--- config.mk ---
export PLATFORM = sky130hd
export DESIGN_NAME = virtio_mmio_block_register_file_unit_flat
export DESIGN_NICKNAME = d
export VERILOG_FILES = /design/src/rtl/vmbrf_pkg.sv /design/src/rtl/vmbrf_if.sv /design/src/rtl/vmbrf_regs.sv /design/src/rtl/virtio_mmio_block_register_file_unit.sv /design/src/flat_wrapper.sv
export SDC_FILE = /design/constraint.sdc
export NUM_CORES = 2
export LEC_CHECK = 0
export BUFFER_PORTS_ARGS = -buffer_cell sky130_fd_sc_hd__buf_4
export CAP_MARGIN = 20
export CORE_MARGIN = 3
export CORE_UTILIZATION = 45
export DETAILED_ROUTE_END_ITERATION = 16
export GPL_ROUTABILITY_DRIVEN = 0
export PLACE_DENSITY = 0.63
export SKIP_LAST_GASP = 1
export SLEW_MARGIN = 10
export SYNTH_ARGS = -nofsm -noshare
export SYNTH_HDL_FRONTEND = slang
export SYNTH_SLANG_ARGS = --single-unit
--- constraint.sdc ---
create_clock -name clock -period 11 [get_ports clock]
set_input_delay 1.65 -clock clock [delete_from_list [all_inputs] [get_ports clock]]
set_output_delay 1.65 -clock clock [all_outputs]
set_load 0.01 [all_outputs]
--- src/rtl/vmbrf_pkg.sv ---
// Package for the virtio-mmio block register file: item and result types,
// register offsets, identification constants and transaction codes.
// No dependencies; used by every other file of the block.
package vmbrf_pkg;

   // Field widths
   localparam int unsigned TYPE_WIDTH   = 2;
   localparam int unsigned OFFS_WIDTH   = 12;
   localparam int unsigned WORD_WIDTH   = 32;
   localparam int unsigned ADDR_WIDTH   = 64;
   localparam int unsigned CAP_WIDTH    = 48;
   localparam int unsigned CSR_IDX_WIDTH = 1;

   // Transaction kinds
   localparam logic [TYPE_WIDTH-1:0] REQ_READ     = 2'd0;
   localparam logic [TYPE_WIDTH-1:0] REQ_WRITE    = 2'd1;
   localparam logic [TYPE_WIDTH-1:0] REQ_COMPLETE = 2'd2;

   // Configuration register indexes
   localparam logic [CSR_IDX_WIDTH-1:0] CSR_CAPACITY = 1'd0;
   localparam logic [CSR_IDX_WIDTH-1:0] CSR_OFFERED  = 1'd1;

   // Identification and fixed values
   localparam logic [WORD_WIDTH-1:0] MAGIC_VALUE    = 32'h7472_6976;
   localparam logic [WORD_WIDTH-1:0] VERSION_VALUE  = 32'd2;
   localparam logic [WORD_WIDTH-1:0] DEVICE_ID      = 32'd2;
   localparam logic [WORD_WIDTH-1:0] VENDOR_ID      = 32'h554d_4551;
   localparam logic [WORD_WIDTH-1:0] MAX_QUEUE_SIZE = 32'd128;
   localparam logic [WORD_WIDTH-1:0] SEG_MAX        = 32'd128;
   localparam logic [WORD_WIDTH-1:0] BLK_SIZE       = 32'd512;
   localparam int unsigned           FEATURES_OK    = 3;
   localparam logic [ADDR_WIDTH-1:0] OFFERED_RESET  = 64'h0000_0001_0000_0000;

   // Register offsets
   localparam logic [OFFS_WIDTH-1:0] OFF_MAGIC       = 12'h000;
   localparam logic [OFFS_WIDTH-1:0] OFF_VERSION     = 12'h004;
   localparam logic [OFFS_WIDTH-1:0] OFF_DEVICE_ID   = 12'h008;
   localparam logic [OFFS_WIDTH-1:0] OFF_VENDOR_ID   = 12'h00c;
   localparam logic [OFFS_WIDTH-1:0] OFF_DEV_FEAT    = 12'h010;
   localparam logic [OFFS_WIDTH-1:0] OFF_DEV_FEAT_SEL = 12'h014;
   localparam logic [OFFS_WIDTH-1:0] OFF_DRV_FEAT    = 12'h020;
   localparam logic [OFFS_WIDTH-1:0] OFF_DRV_FEAT_SEL = 12'h024;
   localparam logic [OFFS_WIDTH-1:0] OFF_QUEUE_SEL   = 12'h030;
   localparam logic [OFFS_WIDTH-1:0] OFF_QUEUE_MAX   = 12'h034;
   localparam logic [OFFS_WIDTH-1:0] OFF_QUEUE_NUM   = 12'h038;
   localparam logic [OFFS_WIDTH-1:0] OFF_QUEUE_READY = 12'h044;
   localparam logic [OFFS_WIDTH-1:0] OFF_QUEUE_NOTIFY = 12'h050;
   localparam logic [OFFS_WIDTH-1:0] OFF_IRQ_STATUS  = 12'h060;
   localparam logic [OFFS_WIDTH-1:0] OFF_IRQ_ACK     = 12'h064;
   localparam logic [OFFS_WIDTH-1:0] OFF_STATUS      = 12'h070;
   localparam logic [OFFS_WIDTH-1:0] OFF_DESC_LO     = 12'h080;
   localparam logic [OFFS_WIDTH-1:0] OFF_DESC_HI     = 12'h084;
   localparam logic [OFFS_WIDTH-1:0] OFF_AVAIL_LO    = 12'h090;
   localparam logic [OFFS_WIDTH-1:0] OFF_AVAIL_HI    = 12'h094;
   localparam logic [OFFS_WIDTH-1:0] OFF_USED_LO     = 12'h0a0;
   localparam logic [OFFS_WIDTH-1:0] OFF_USED_HI     = 12'h0a4;
   localparam logic [OFFS_WIDTH-1:0] OFF_CONFIG_GEN  = 12'h0fc;
   localparam logic [OFFS_WIDTH-1:0] OFF_CAP_LO      = 12'h100;
   localparam logic [OFFS_WIDTH-1:0] OFF_CAP_HI      = 12'h104;
   localparam logic [OFFS_WIDTH-1:0] OFF_SIZE_MAX    = 12'h108;
   localparam logic [OFFS_WIDTH-1:0] OFF_SEG_MAX     = 12'h10c;
   localparam logic [OFFS_WIDTH-1:0] OFF_BLK_SIZE    = 12'h114;

   // One incoming transaction
   typedef struct packed {
      logic [TYPE_WIDTH-1:0] req_type;
      logic [OFFS_WIDTH-1:0] reg_offset;
      logic [WORD_WIDTH-1:0] write_data;
   } item_type;

   // One result transaction
   typedef struct packed {
      logic [WORD_WIDTH-1:0] read_data;
      logic                  doorbell;
      logic                  ring_reset;
      logic                  irq_line;
      logic [WORD_WIDTH-1:0] ring_size;
      logic [ADDR_WIDTH-1:0] ring_desc_base;
      logic [ADDR_WIDTH-1:0] ring_avail_base;
      logic [ADDR_WIDTH-1:0] ring_used_base;
   } result_type;

   // Device configuration held outside the register core
   typedef struct packed {
      logic [CAP_WIDTH-1:0]  disk_sectors;
      logic [ADDR_WIDTH-1:0] offered_features;
   } dev_cfg_type;

endpackage

--- src/rtl/vmbrf_if.sv ---
// Valid/ready channel interfaces for the register file's request and
// response sides. Depends on vmbrf_pkg for field widths.
interface vmbrf_req_if;
   logic                                valid;
   logic                                ready;
   logic [vmbrf_pkg::TYPE_WIDTH-1:0]    req_type;
   logic [vmbrf_pkg::OFFS_WIDTH-1:0]    reg_offset;
   logic [vmbrf_pkg::WORD_WIDTH-1:0]    write_data;

   modport source (output valid, output req_type, output reg_offset,
                   output write_data, input ready);
   modport sink   (input valid, input req_type, input reg_offset,
                   input write_data, output ready);
endinterface

interface vmbrf_rsp_if;
   logic                                valid;
   logic                                ready;
   logic [vmbrf_pkg::WORD_WIDTH-1:0]    read_data;
   logic                                doorbell;
   logic                                ring_reset;
   logic                                irq_line;
   logic [vmbrf_pkg::WORD_WIDTH-1:0]    ring_size;
   logic [vmbrf_pkg::ADDR_WIDTH-1:0]    ring_desc_base;
   logic [vmbrf_pkg::ADDR_WIDTH-1:0]    ring_avail_base;
   logic [vmbrf_pkg::ADDR_WIDTH-1:0]    ring_used_base;

   modport source (output valid, output read_data, output doorbell,
                   output ring_reset, output irq_line, output ring_size,
                   output ring_desc_base, output ring_avail_base,
                   output ring_used_base, input ready);
   modport sink   (input valid, input read_data, input doorbell,
                   input ring_reset, input irq_line, input ring_size,
                   input ring_desc_base, input ring_avail_base,
                   input ring_used_base, output ready);
endinterface

--- src/rtl/vmbrf_regs.sv ---
// Register core: device state, read decode and write side effects.
// Produces the result of one transaction combinationally and commits the
// state update on commit. Depends on vmbrf_pkg.
module vmbrf_regs (
   input  logic                    clock,
   input  logic                    reset,
   input  vmbrf_pkg::dev_cfg_type  dev_cfg,
   input  vmbrf_pkg::item_type     item,
   input  logic                    commit,
   output vmbrf_pkg::result_type   result
);

   localparam int unsigned W = vmbrf_pkg::WORD_WIDTH;
   localparam int unsigned A = vmbrf_pkg::ADDR_WIDTH;

   logic [W-1:0] dev_sel_ff,  dev_sel_in;
   logic [W-1:0] drv_sel_ff,  drv_sel_in;
   logic [A-1:0] accepted_ff, accepted_in;
   logic [W-1:0] queue_sel_ff, queue_sel_in;
   logic [W-1:0] queue_len_ff, queue_len_in;
   logic         queue_rdy_ff, queue_rdy_in;
   logic [A-1:0] desc_ff,     desc_in;
   logic [A-1:0] avail_ff,    avail_in;
   logic [A-1:0] used_ff,     used_in;
   logic [W-1:0] status_ff,   status_in;
   logic [W-1:0] pending_ff,  pending_in;

   logic         q0;
   logic [W-1:0] rd_data;
   logic         bell;
   logic         rst_pulse;
   logic [W-1:0] status_set;
   logic [W-1:0] wdata;
   logic [W-1:0] cap_hi;

   assign q0     = (queue_sel_ff == '0);
   assign wdata  = item.write_data;
   assign cap_hi = {{(W - (vmbrf_pkg::CAP_WIDTH - W)){1'b0}},
                    dev_cfg.disk_sectors[vmbrf_pkg::CAP_WIDTH-1:W]};

   // Read decode, from the state before this transaction
   always_comb begin
      rd_data = '0;
      case (item.reg_offset)
         vmbrf_pkg::OFF_MAGIC:        rd_data = vmbrf_pkg::MAGIC_VALUE;
         vmbrf_pkg::OFF_VERSION:      rd_data = vmbrf_pkg::VERSION_VALUE;
         vmbrf_pkg::OFF_DEVICE_ID:    rd_data = vmbrf_pkg::DEVICE_ID;
         vmbrf_pkg::OFF_VENDOR_ID:    rd_data = vmbrf_pkg::VENDOR_ID;
         vmbrf_pkg::OFF_DEV_FEAT: begin
            if (dev_sel_ff == 32'd0) begin
               rd_data = dev_cfg.offered_features[W-1:0];
            end else if (dev_sel_ff == 32'd1) begin
               rd_data = dev_cfg.offered_features[A-1:W];
            end
         end
         vmbrf_pkg::OFF_DEV_FEAT_SEL: rd_data = dev_sel_ff;
         vmbrf_pkg::OFF_QUEUE_SEL:    rd_data = queue_sel_ff;
         vmbrf_pkg::OFF_QUEUE_MAX:    rd_data = q0 ? vmbrf_pkg::MAX_QUEUE_SIZE : '0;
         vmbrf_pkg::OFF_QUEUE_NUM:    rd_data = q0 ? queue_len_ff : '0;
         vmbrf_pkg::OFF_QUEUE_READY:  rd_data = {{(W-1){1'b0}}, q0 & queue_rdy_ff};
         vmbrf_pkg::OFF_IRQ_STATUS:   rd_data = pending_ff;
         vmbrf_pkg::OFF_STATUS:       rd_data = status_ff;
         vmbrf_pkg::OFF_DESC_LO:      rd_data = q0 ? desc_ff[W-1:0]  : '0;
         vmbrf_pkg::OFF_DESC_HI:      rd_data = q0 ? desc_ff[A-1:W]  : '0;
         vmbrf_pkg::OFF_AVAIL_LO:     rd_data = q0 ? avail_ff[W-1:0] : '0;
         vmbrf_pkg::OFF_AVAIL_HI:     rd_data = q0 ? avail_ff[A-1:W] : '0;
         vmbrf_pkg::OFF_USED_LO:      rd_data = q0 ? used_ff[W-1:0]  : '0;
         vmbrf_pkg::OFF_USED_HI:      rd_data = q0 ? used_ff[A-1:W]  : '0;
         vmbrf_pkg::OFF_CONFIG_GEN:   rd_data = '0;
         vmbrf_pkg::OFF_CAP_LO:       rd_data = dev_cfg.disk_sectors[W-1:0];
         vmbrf_pkg::OFF_CAP_HI:       rd_data = cap_hi;
         vmbrf_pkg::OFF_SIZE_MAX:     rd_data = '0;
         vmbrf_pkg::OFF_SEG_MAX:      rd_data = vmbrf_pkg::SEG_MAX;
         vmbrf_pkg::OFF_BLK_SIZE:     rd_data = vmbrf_pkg::BLK_SIZE;
         default:                     rd_data = '0;
      endcase
   end

   // Status write: set bits, then drop FEATURES_OK if unoffered features are accepted
   always_comb begin
      status_set = status_ff | wdata;
      if (status_set[vmbrf_pkg::FEATURES_OK] &&
          ((accepted_ff & ~dev_cfg.offered_features) != '0)) begin
         status_set[vmbrf_pkg::FEATURES_OK] = 1'b0;
      end
   end

   // Next state and write side effects
   always_comb begin
      dev_sel_in   = dev_sel_ff;
      drv_sel_in   = drv_sel_ff;
      accepted_in  = accepted_ff;
      queue_sel_in = queue_sel_ff;
      queue_len_in = queue_len_ff;
      queue_rdy_in = queue_rdy_ff;
      desc_in      = desc_ff;
      avail_in     = avail_ff;
      used_in      = used_ff;
      status_in    = status_ff;
      pending_in   = pending_ff;
      bell         = 1'b0;
      rst_pulse    = 1'b0;
      case (item.req_type)
         vmbrf_pkg::REQ_WRITE: begin
            case (item.reg_offset)
               vmbrf_pkg::OFF_DEV_FEAT_SEL: dev_sel_in = wdata;
               vmbrf_pkg::OFF_DRV_FEAT_SEL: drv_sel_in = wdata;
               vmbrf_pkg::OFF_DRV_FEAT: begin
                  if (drv_sel_ff == 32'd0) begin
                     accepted_in[W-1:0] = wdata;
                  end else if (drv_sel_ff == 32'd1) begin
                     accepted_in[A-1:W] = wdata;
                  end
               end
               vmbrf_pkg::OFF_QUEUE_SEL:   queue_sel_in = wdata;
               vmbrf_pkg::OFF_QUEUE_NUM:   if (q0) queue_len_in = wdata;
               vmbrf_pkg::OFF_QUEUE_READY: if (q0) queue_rdy_in = (wdata != '0);
               vmbrf_pkg::OFF_DESC_LO:     if (q0) desc_in[W-1:0]  = wdata;
               vmbrf_pkg::OFF_DESC_HI:     if (q0) desc_in[A-1:W]  = wdata;
               vmbrf_pkg::OFF_AVAIL_LO:    if (q0) avail_in[W-1:0] = wdata;
               vmbrf_pkg::OFF_AVAIL_HI:    if (q0) avail_in[A-1:W] = wdata;
               vmbrf_pkg::OFF_USED_LO:     if (q0) used_in[W-1:0]  = wdata;
               vmbrf_pkg::OFF_USED_HI:     if (q0) used_in[A-1:W]  = wdata;
               vmbrf_pkg::OFF_QUEUE_NOTIFY: begin
                  bell = (wdata == '0) && queue_rdy_ff && (queue_len_ff != '0);
               end
               vmbrf_pkg::OFF_IRQ_ACK:     pending_in = pending_ff & ~wdata;
               vmbrf_pkg::OFF_STATUS: begin
                  if (wdata == '0) begin
                     // device reset: everything back to zero
                     dev_sel_in   = '0;
                     drv_sel_in   = '0;
                     accepted_in  = '0;
                     queue_sel_in = '0;
                     queue_len_in = '0;
                     queue_rdy_in = 1'b0;
                     desc_in      = '0;
                     avail_in     = '0;
                     used_in      = '0;
                     status_in    = '0;
                     pending_in   = '0;
                     rst_pulse    = 1'b1;
                  end else begin
                     status_in = status_set;
                  end
               end
               default: ;
            endcase
         end
         vmbrf_pkg::REQ_COMPLETE: pending_in = pending_ff | {{(W-1){1'b0}}, 1'b1};
         default: ;
      endcase
   end

   // Result: read data from the state before this transaction, the rest from the state after it
   always_comb begin
      result.read_data       = (item.req_type == vmbrf_pkg::REQ_READ) ? rd_data : '0;
      result.doorbell        = bell;
      result.ring_reset      = rst_pulse;
      result.irq_line        = (pending_in != '0);
      result.ring_size       = queue_len_in;
      result.ring_desc_base  = desc_in;
      result.ring_avail_base = avail_in;
      result.ring_used_base  = used_in;
   end

   // State registers
   always_ff @(posedge clock) begin
      if (reset) begin
         dev_sel_ff   <= '0;
         drv_sel_ff   <= '0;
         accepted_ff  <= '0;
         queue_sel_ff <= '0;
         queue_len_ff <= '0;
         queue_rdy_ff <= 1'b0;
         desc_ff      <= '0;
         avail_ff     <= '0;
         used_ff      <= '0;
         status_ff    <= '0;
         pending_ff   <= '0;
      end else if (commit) begin
         dev_sel_ff   <= dev_sel_in;
         drv_sel_ff   <= drv_sel_in;
         accepted_ff  <= accepted_in;
         queue_sel_ff <= queue_sel_in;
         queue_len_ff <= queue_len_in;
         queue_rdy_ff <= queue_rdy_in;
         desc_ff      <= desc_in;
         avail_ff     <= avail_in;
         used_ff      <= used_in;
         status_ff    <= status_in;
         pending_ff   <= pending_in;
      end
   end

endmodule

--- src/rtl/virtio_mmio_block_register_file_unit.sv ---
// Top level of the virtio-mmio block register file: request/response
// pipeline, configuration registers and the register core.
// Depends on vmbrf_pkg, vmbrf_if.sv and vmbrf_regs.
//
// Usage:
//  req  - register read, register write or queue-engine completion; one
//         transaction per valid/ready handshake.
//  rsp  - exactly one result per request, in order: read data (zero for
//         writes and completions), doorbell and ring_reset pulses, the
//         interrupt line and the current queue 0 ring settings.
//  csr  - capacity (index 0) and offered features (index 1); write only
//         while no transaction is in flight.
// Path: an accepted request enters the request register, its result then the
//  response register. Throughput: one transaction per cycle while rsp.ready
//  is high; the state update sits in one stage between the two registers.
// Reset (synchronous): all device state clears, offered features return
//  to VERSION_1 only, capacity to zero, both stages empty.
// Stall: while rsp.ready is low the response holds and one more request
//  is taken into the request register; req.ready then drops.
module virtio_mmio_block_register_file_unit (
   input  logic                                   clock,
   input  logic                                   reset,
   vmbrf_req_if.sink                              req,
   vmbrf_rsp_if.source                            rsp,
   input  logic                                   csr_write_enable,
   input  logic [vmbrf_pkg::CSR_IDX_WIDTH-1:0]    csr_index,
   input  logic [vmbrf_pkg::ADDR_WIDTH-1:0]       csr_write_data
);

   vmbrf_pkg::dev_cfg_type cfg_ff, cfg_in;

   logic                  s0_valid_ff, s0_valid_in;
   vmbrf_pkg::item_type   s0_item_ff,  s0_item_in;
   logic                  out_valid_ff, out_valid_in;
   vmbrf_pkg::result_type out_ff, out_in;

   vmbrf_pkg::item_type   req_item;
   vmbrf_pkg::result_type core_result;
   logic                  out_take;
   logic                  s0_fire;
   logic                  req_accept;

   // Configuration writes
   always_comb begin
      cfg_in = cfg_ff;
      if (csr_write_enable) begin
         case (csr_index)
            vmbrf_pkg::CSR_CAPACITY:
               cfg_in.disk_sectors = csr_write_data[vmbrf_pkg::CAP_WIDTH-1:0];
            vmbrf_pkg::CSR_OFFERED:
               cfg_in.offered_features = csr_write_data;
            default: ;
         endcase
      end
   end

   always_ff @(posedge clock) begin
      if (reset) begin
         cfg_ff.disk_sectors     <= '0;
         cfg_ff.offered_features <= vmbrf_pkg::OFFERED_RESET;
      end else begin
         cfg_ff <= cfg_in;
      end
   end

   // Handshake control
   assign out_take   = !out_valid_ff || rsp.ready;
   assign s0_fire    = s0_valid_ff && out_take;
   assign req.ready  = !s0_valid_ff || out_take;
   assign req_accept = req.valid && req.ready;

   assign req_item.req_type   = req.req_type;
   assign req_item.reg_offset = req.reg_offset;
   assign req_item.write_data = req.write_data;

   always_comb begin
      s0_valid_in  = req.ready ? req.valid : s0_valid_ff;
      s0_item_in   = req_accept ? req_item : s0_item_ff;
      out_valid_in = out_take ? s0_valid_ff : out_valid_ff;
      out_in       = s0_fire ? core_result : out_ff;
   end

   // Control registers
   always_ff @(posedge clock) begin
      if (reset) begin
         s0_valid_ff  <= 1'b0;
         out_valid_ff <= 1'b0;
      end else begin
         s0_valid_ff  <= s0_valid_in;
         out_valid_ff <= out_valid_in;
      end
   end

   // Payload registers
   always_ff @(posedge clock) begin
      s0_item_ff <= s0_item_in;
      out_ff     <= out_in;
   end

   vmbrf_regs u_regs (
      .clock   (clock),
      .reset   (reset),
      .dev_cfg (cfg_ff),
      .item    (s0_item_ff),
      .commit  (s0_fire),
      .result  (core_result)
   );

   // Response channel
   assign rsp.valid           = out_valid_ff;
   assign rsp.read_data       = out_ff.read_data;
   assign rsp.doorbell        = out_ff.doorbell;
   assign rsp.ring_reset      = out_ff.ring_reset;
   assign rsp.irq_line        = out_ff.irq_line;
   assign rsp.ring_size       = out_ff.ring_size;
   assign rsp.ring_desc_base  = out_ff.ring_desc_base;
   assign rsp.ring_avail_base = out_ff.ring_avail_base;
   assign rsp.ring_used_base  = out_ff.ring_used_base;

endmodule

--- src/flat_wrapper.sv ---
// flat-port wrapper written by rule: the top's interface ports become plain ports
module virtio_mmio_block_register_file_unit_flat 
  (clock, reset, csr_write_enable, csr_index, csr_write_data, req_valid, req_req_type, req_reg_offset, req_write_data, req_ready, rsp_valid, rsp_read_data, rsp_doorbell, rsp_ring_reset, rsp_irq_line, rsp_ring_size, rsp_ring_desc_base, rsp_ring_avail_base, rsp_ring_used_base, rsp_ready);
  vmbrf_req_if req_i ();
  vmbrf_rsp_if rsp_i ();
  input  logic clock;
  input  logic reset;
  input  logic csr_write_enable;
  input  logic [vmbrf_pkg::CSR_IDX_WIDTH-1:0] csr_index;
  input  logic [vmbrf_pkg::ADDR_WIDTH-1:0] csr_write_data;
  input wire logic [$bits(req_i.valid)-1:0] req_valid;
  input wire logic [$bits(req_i.req_type)-1:0] req_req_type;
  input wire logic [$bits(req_i.reg_offset)-1:0] req_reg_offset;
  input wire logic [$bits(req_i.write_data)-1:0] req_write_data;
  output wire logic [$bits(req_i.ready)-1:0] req_ready;
  output wire logic [$bits(rsp_i.valid)-1:0] rsp_valid;
  output wire logic [$bits(rsp_i.read_data)-1:0] rsp_read_data;
  output wire logic [$bits(rsp_i.doorbell)-1:0] rsp_doorbell;
  output wire logic [$bits(rsp_i.ring_reset)-1:0] rsp_ring_reset;
  output wire logic [$bits(rsp_i.irq_line)-1:0] rsp_irq_line;
  output wire logic [$bits(rsp_i.ring_size)-1:0] rsp_ring_size;
  output wire logic [$bits(rsp_i.ring_desc_base)-1:0] rsp_ring_desc_base;
  output wire logic [$bits(rsp_i.ring_avail_base)-1:0] rsp_ring_avail_base;
  output wire logic [$bits(rsp_i.ring_used_base)-1:0] rsp_ring_used_base;
  input wire logic [$bits(rsp_i.ready)-1:0] rsp_ready;
  assign req_i.valid = req_valid;
  assign req_i.req_type = req_req_type;
  assign req_i.reg_offset = req_reg_offset;
  assign req_i.write_data = req_write_data;
  assign req_ready = req_i.ready;
  assign rsp_valid = rsp_i.valid;
  assign rsp_read_data = rsp_i.read_data;
  assign rsp_doorbell = rsp_i.doorbell;
  assign rsp_ring_reset = rsp_i.ring_reset;
  assign rsp_irq_line = rsp_i.irq_line;
  assign rsp_ring_size = rsp_i.ring_size;
  assign rsp_ring_desc_base = rsp_i.ring_desc_base;
  assign rsp_ring_avail_base = rsp_i.ring_avail_base;
  assign rsp_ring_used_base = rsp_i.ring_used_base;
  assign rsp_i.ready = rsp_ready;
  virtio_mmio_block_register_file_unit u_core (.clock(clock), .reset(reset), .req(req_i), .rsp(rsp_i), .csr_write_enable(csr_write_enable), .csr_index(csr_index), .csr_write_data(csr_write_data));
endmodule
======== After elaboration in Yosys (flattened, before gate mapping) ========
Cells that the tools add are included.
operators by class
  $add $sub $neg .......................... 0
  multiply operators ...................... 0
  div/mod/pow operators ................... 0
  order comparisons ....................... 0
  equal/unequal tests ..................... 34
  shift operators ......................... 0
  mux-type cells .......................... 51
  bitwise logic cells ..................... 7
  reductions and logical operators ........ 36
operators with widths
  operator             number
  $mux 32              24
  $pmux 32 s2          12
  $pmux 32 s21         1
  $mux 64              7
  $logic_not 32->1     4
  $pmux 64 s2          1
  $reduce_bool 32->1   3
  $eq 12x8->1 const B  6
  $and 64x64->64       1
  $eq 32x1->1 const B  2
  $not 64->64          1
  $reduce_bool 64->1   1
  $eq 12x6->1 const B  5
  $eq 12x7->1 const B  5
  $eq 12x9->1 const B  4
  $and 32x32->32       1
  $not 32->32          1
  $or 32x32->32        1
  $eq 12x4->1 const B  2
  $eq 12x5->1 const B  2
  $eq 12x3->1 const B  1
  $logic_not 12->1     1
  $reduce_and 4->1     3
  $ne 2x2->1 const B   5
  17 further kinds     34
word-level totals
  register bits ........................... 868
  latch bits .............................. 0
  bits in writable memories ............... 0
  ROM bits ................................ 0
  input port bits ......................... 116
  output and inout port bits .............. 261
  logic and storage cells ................. 155
  memories ................................ 0

======== Longest topological paths before layout ========
  word-level depth ........................ 6
  depth in mapped cells ................... 11
  depth with buffers taken out ............ 8

======== By module ========
A second synthesis with hierarchy kept.
second synthesis, totals
  cells, all modules ...................... 3619
  area, all modules ....................... 37079.3 sq um
modules (own cells, without submodules)
  module                                instances  cells each  area an instance (sq um)  seq. area each (sq um)
  vmbrf_regs                            1          2864        23178.5                   8988.6
  virtio_mmio_block_register_file_unit  1          755         13900.8                   11441.0

======== Worst setup path after synthesis ========
No wires, ideal clock.
  path kind ............................... input -> register
  start point ............................. input rsp_ready
  end point ............................... register u_core.u_regs.pending_ff[0]
  setup time .............................. 0.498 ns
  arrival ................................. 9.576 ns
  data required time ...................... 10.502 ns
  path slack .............................. 0.926 ns
  stages .................................. 6
  path buffers ............................ 2
  cell sequence ........................... nor2b_1 nand2b_1 clkbuf_1 inv_1 clkbuf_1 a211oi_1
on the way
  word-level cells in the longest chain between the ends .. 2
ends and longest elaborated chain
  what                  line                                        RTL
  start, declared       flat_wrapper.sv:25                          input wire logic [$bits(rsp_i.ready)-1:0] rsp_ready;
  $logic_or 1x1->1      virtio_mmio_block_register_file_unit.sv:67  assign out_take = !out_valid_ff || rsp.ready;
  $logic_and 1x1->1     virtio_mmio_block_register_file_unit.sv:68  assign s0_fire = s0_valid_ff && out_take;
  via u_core.s0_fire    virtio_mmio_block_register_file_unit.sv:40  logic s0_fire;
  end signal, assigned  vmbrf_regs.sv:192                           pending_ff <= pending_in;
  end, declared         vmbrf_regs.sv:26                            logic [W-1:0] pending_ff, pending_in;
The timed path passes the listed nets, and every way through them passes these cells.
A chain may end at the register's enable or synchronous reset.

======== Worst setup path in the final report ========
  start point ............................. register u_core.s0_item_ff[35] in the netlist's numbering
  end point ............................... register u_core.out_ff, in the netlist u_core.rsp.read_data[12], data pin
on the way
  word-level cells in the longest chain between the ends .. 3
  elaborated cells between the ends (all ways) .. 24
  those cells by class .................... eq/ne (21); mux (1); reduce/logical (2)
ends and longest elaborated chain
  what                                        line                                        RTL
  start, declared                             virtio_mmio_block_register_file_unit.sv:33  vmbrf_pkg::item_type s0_item_ff, s0_item_in;
  start signal, assigned                      virtio_mmio_block_register_file_unit.sv:96  s0_item_ff <= s0_item_in;
  $eq 12x4->1 or $eq 12x3->1 (tied branches)  vmbrf_regs.sv:44                            case (item.reg_offset)
  $reduce_or 2->1 (no source line)            n/a
  $pmux 32 s21 (*)                            vmbrf_regs.sv:44
  end signal, assigned                        virtio_mmio_block_register_file_unit.sv:97  out_ff <= out_in;
  end, declared                               virtio_mmio_block_register_file_unit.sv:35  vmbrf_pkg::result_type out_ff, out_in;
Every way passes the cells marked *; elsewhere a longest branch is shown, timed or not.

==> summary.md <==
| Metric | Value |
|---|---|
| DRT iter0 DRCs | `5067` |
| Synth Register Bits | `868` |
| Reg area | `20430 sq um` |
| Multi-input logic area | `13880 sq um` |
| Synth top cells by count | `nor2_1, dfxtp_1, nand2_1` |
| Slew @ Worst Pin | `1.201 ns` |
| Clock Latency Late Sink | `0.66 ns` |
| Root buf cell | `clkbuf_16` |
| PD cells | `164.2 nW/um^2` |
| RSZ-0062 raised after global routing | `no` |
| Synthesized netlist net count | `3803` |
| Synth top area share | `31.48%` |
| TritonCTS clock tree | `done` |
| Setup TNS | `0 ns` |
| Slew Limit Fails | `0` |
| Ratio of cells with drive above 1 in the final layout | `16.73%` |
| Final period utilization | `39.22%` |
| Longest Clk Path Bufs | `3` |
| Highest clock rate | `0.2318 GHz` |
| Synth unique cells | `69` |
| Setup slack, reg-to-reg | `6.69 ns` |
| TritonCTS Buffers | `92` |
| ANT nets after route | `0` |
| Initial Util | `45.84%` |
| Cell Area, Synth | `35800 sq um` |
| CP required | `11.42 ns` |
| Synth Area per Inst | `9.719 sq um` |
| Setup crit end kind | `register` |
| Synthesis warning total | `0` |
| Clock transition at path regs | `0.06 ns` |
| Crit path launch type | `register` |
| Critical Path AT | `4.73 ns` |
| Row cnt | `102` |
| WS Path Type | `reg2reg` |
| Max rail drop VDD | `0.0001156 V` |
| IO buf count | `376` |
| Die Footprint | `82980 sq um` |
| Max_cap viols | `0` |
| Routed len/inst | `28.51 um` |
| Type of the tightest min-delay check | `reg2reg` |
| Area leader, netlist | `dfxtp_1` |
| GRT overflow | `0` |
| DIE HEIGHT | `288.1 um` |
| Status | `complete, no violations` |
| Worst slew margin | `19.62%` |
| Gate count of the mapped netlist | `3684` |
| H-tree Lvls | `3` |
| Final setup vio count | `0` |
| Synth area leaders | `dfxtp_1, edfxtp_1, a22o_1` |
| Cell Int Power | `5.331 mW` |
| Largest net degree at the start of global routing | `120` |
| Post-route DRC | `0` |
| Post-synth EDFFs | `305` |
| Hold Vio Cnt, Final | `0` |
| Global-route usage over all layers | `33.24%` |
| Fill cell count | `7096` |
| Vias per cell | `6.368` |
| Sequential area share after synthesis | `57.06%` |
| Antenna diodes | `0` |
| Die W | `288.1 um` |
| PostCTS Resize Cnt | `0` |
| WL final | `143.0 mm` |
| Switch Pwr | `1.647 mW` |
| Clk_skew | `0.04371 ns` |
| Via count | `31.94k` |
| First-pass GRT wire length | `202.6 mm` |
| Sink Count | `868` |
| Post-CTS Setup Bufs | `0` |
| Switching Fraction | `23.60%` |
| Detail Placement HPWL | `95.04 mm` |
| Vias in the first global route | `29.34k` |
| Clock power frac | `44.5%` |
| First-pass DRT Iterations | `14` |
| Final min period | `4.314 ns` |
| LEAKAGE | `15.40 nW` |
| Post-CTS Hold Buffers | `0` |
| Final Core Density | `54.42%` |
| FFs w/ async S/R, synth | `0%` |
| Initial antenna violation count | `5` |
| Most frequent cell after synthesis | `nor2_1` |
| Worst-path maximum fanout | `43` |
| Logic pwr share | `6.0%` |
| Syn-to-layout area delta | `18.71%` |
| Core ar. | `78100 sq um` |
| I/O pin total | `377` |
| Synth Flop Type | `dfxtp_1` |
| Reg power frac | `49.5%` |
| Layout Nets | `4018` |
registers in the layout (all words and copies together), names as in the netlist, 46 cells and up:
signal	flops
u_core.rsp.ring_used_base	64
u_core.rsp.ring_avail_base	64
u_core.rsp.ring_desc_base	64
u_core.u_regs.desc_ff	64
u_core.u_regs.used_ff	64
u_core.cfg_ff	112
u_core.u_regs.accepted_ff	64
u_core.u_regs.avail_ff	64
u_core.s0_item_ff	46
worst paths after layout:
kind,start,endpoint,depth (start not counted)
hold / removal,u_core.cfg_ff[28],u_core.cfg_ff[28],2
setup / recovery,u_core.s0_item_ff[35],u_core.rsp.read_data[12],8
hold reg to reg,u_core.cfg_ff[28],u_core.cfg_ff[28],2
setup reg to reg,u_core.s0_item_ff[35],u_core.rsp.read_data[12],8
final cells by class:
| cell class | instances | share of cell area (%) |
|---|---|---|
| Sequential cell | 868 | 48.07 |
| Inverter | 87 | 0.7860 |
| Multi-Input combinational cell | 2379 | 32.67 |
| Tap cell | 1040 | 3.062 |
| Clock buffer | 129 | 6.153 |
| Timing Repair Buffer | 471 | 8.370 |
| Clock inverter | 42 | 0.8920 |
critical path, stage by stage, from the launching register on:
cell      delay, ns
edfxtp_1       0.57
or4b_1         0.73
or3_4          0.51
nor2_4         0.43
buf_4          0.56
a222oi_1       0.17
a21oi_1        0.73
nor3b_1        0.10
nor2_1         0.27
per-stage QoR:
step / setup slack (ns) / power (mW) / hold slack (ns) / instances / instance area (sq um)
2_1_floorplan: 0.9257 / 3.707 / 0.4326 / 3684 / 35800
3_3_place_gp: 6.131 / 3.929 / 0.4433 / 4842 / 39470
3_5_place_dp: 6.090 / 3.933 / 0.4500 / 4843 / 39480
4_1_cts: 6.773 / 6.994 / 0.4581 / 5014 / 42480
5_1_grt: 6.584 / 7.165 / 0.4855 / 5016 / 42500
6_report: 6.686 / 6.977 / 0.4560 / 5016 / 42500
layer usage:
layer	part of all wire [%]	wire, um	GRT usage (%)	vias to the layer above
met3	11	15350	8.076	409
met4	6.3	8977	18.47	2
met5	0.0070	10	0	-
li1	-	-	-	13930
met2	46	65520	52.82	2119
met1	37	53150	41.60	15490
power groups by stage:
| stage | logic, mW | registers [mW] | clock network [mW] |
|---|---|---|---|
| 2_1_floorplan | 0.168 | 3.54 | 0 |
| 3_3_place_gp | 0.404 | 3.52 | 0 |
| 3_5_place_dp | 0.407 | 3.53 | 0 |
| 4_1_cts | 0.408 | 3.46 | 3.13 |
| 5_1_grt | 0.434 | 3.46 | 3.27 |
| 6_report | 0.415 | 3.46 | 3.11 |
logic make-up after synthesis:
group	share of synthesized area [%]
simple gates	13.74
compound gates	22.64
flops	57.06
buf+inv	4.690
mux	1.737
fa+ha+maj	0.1049
xor+xnor	0.02447
cells in the final DEF (no fill, tap or decap), types with 37 or more instances in the layout:
master / instances
o21ai_0: 109
nor4_1: 52
mux2i_1: 61
a22o_1: 271
nand2_1: 401
nor3_1: 37
buf_4: 467
edfxtp_1: 305
a22oi_1: 280
dfxtp_1: 562
clkbuf_16: 95
nor2_1: 560
a21oi_1: 304
inv_1: 86
a222oi_1: 67
No activity file was read; power rests on OpenSTA's default activity.
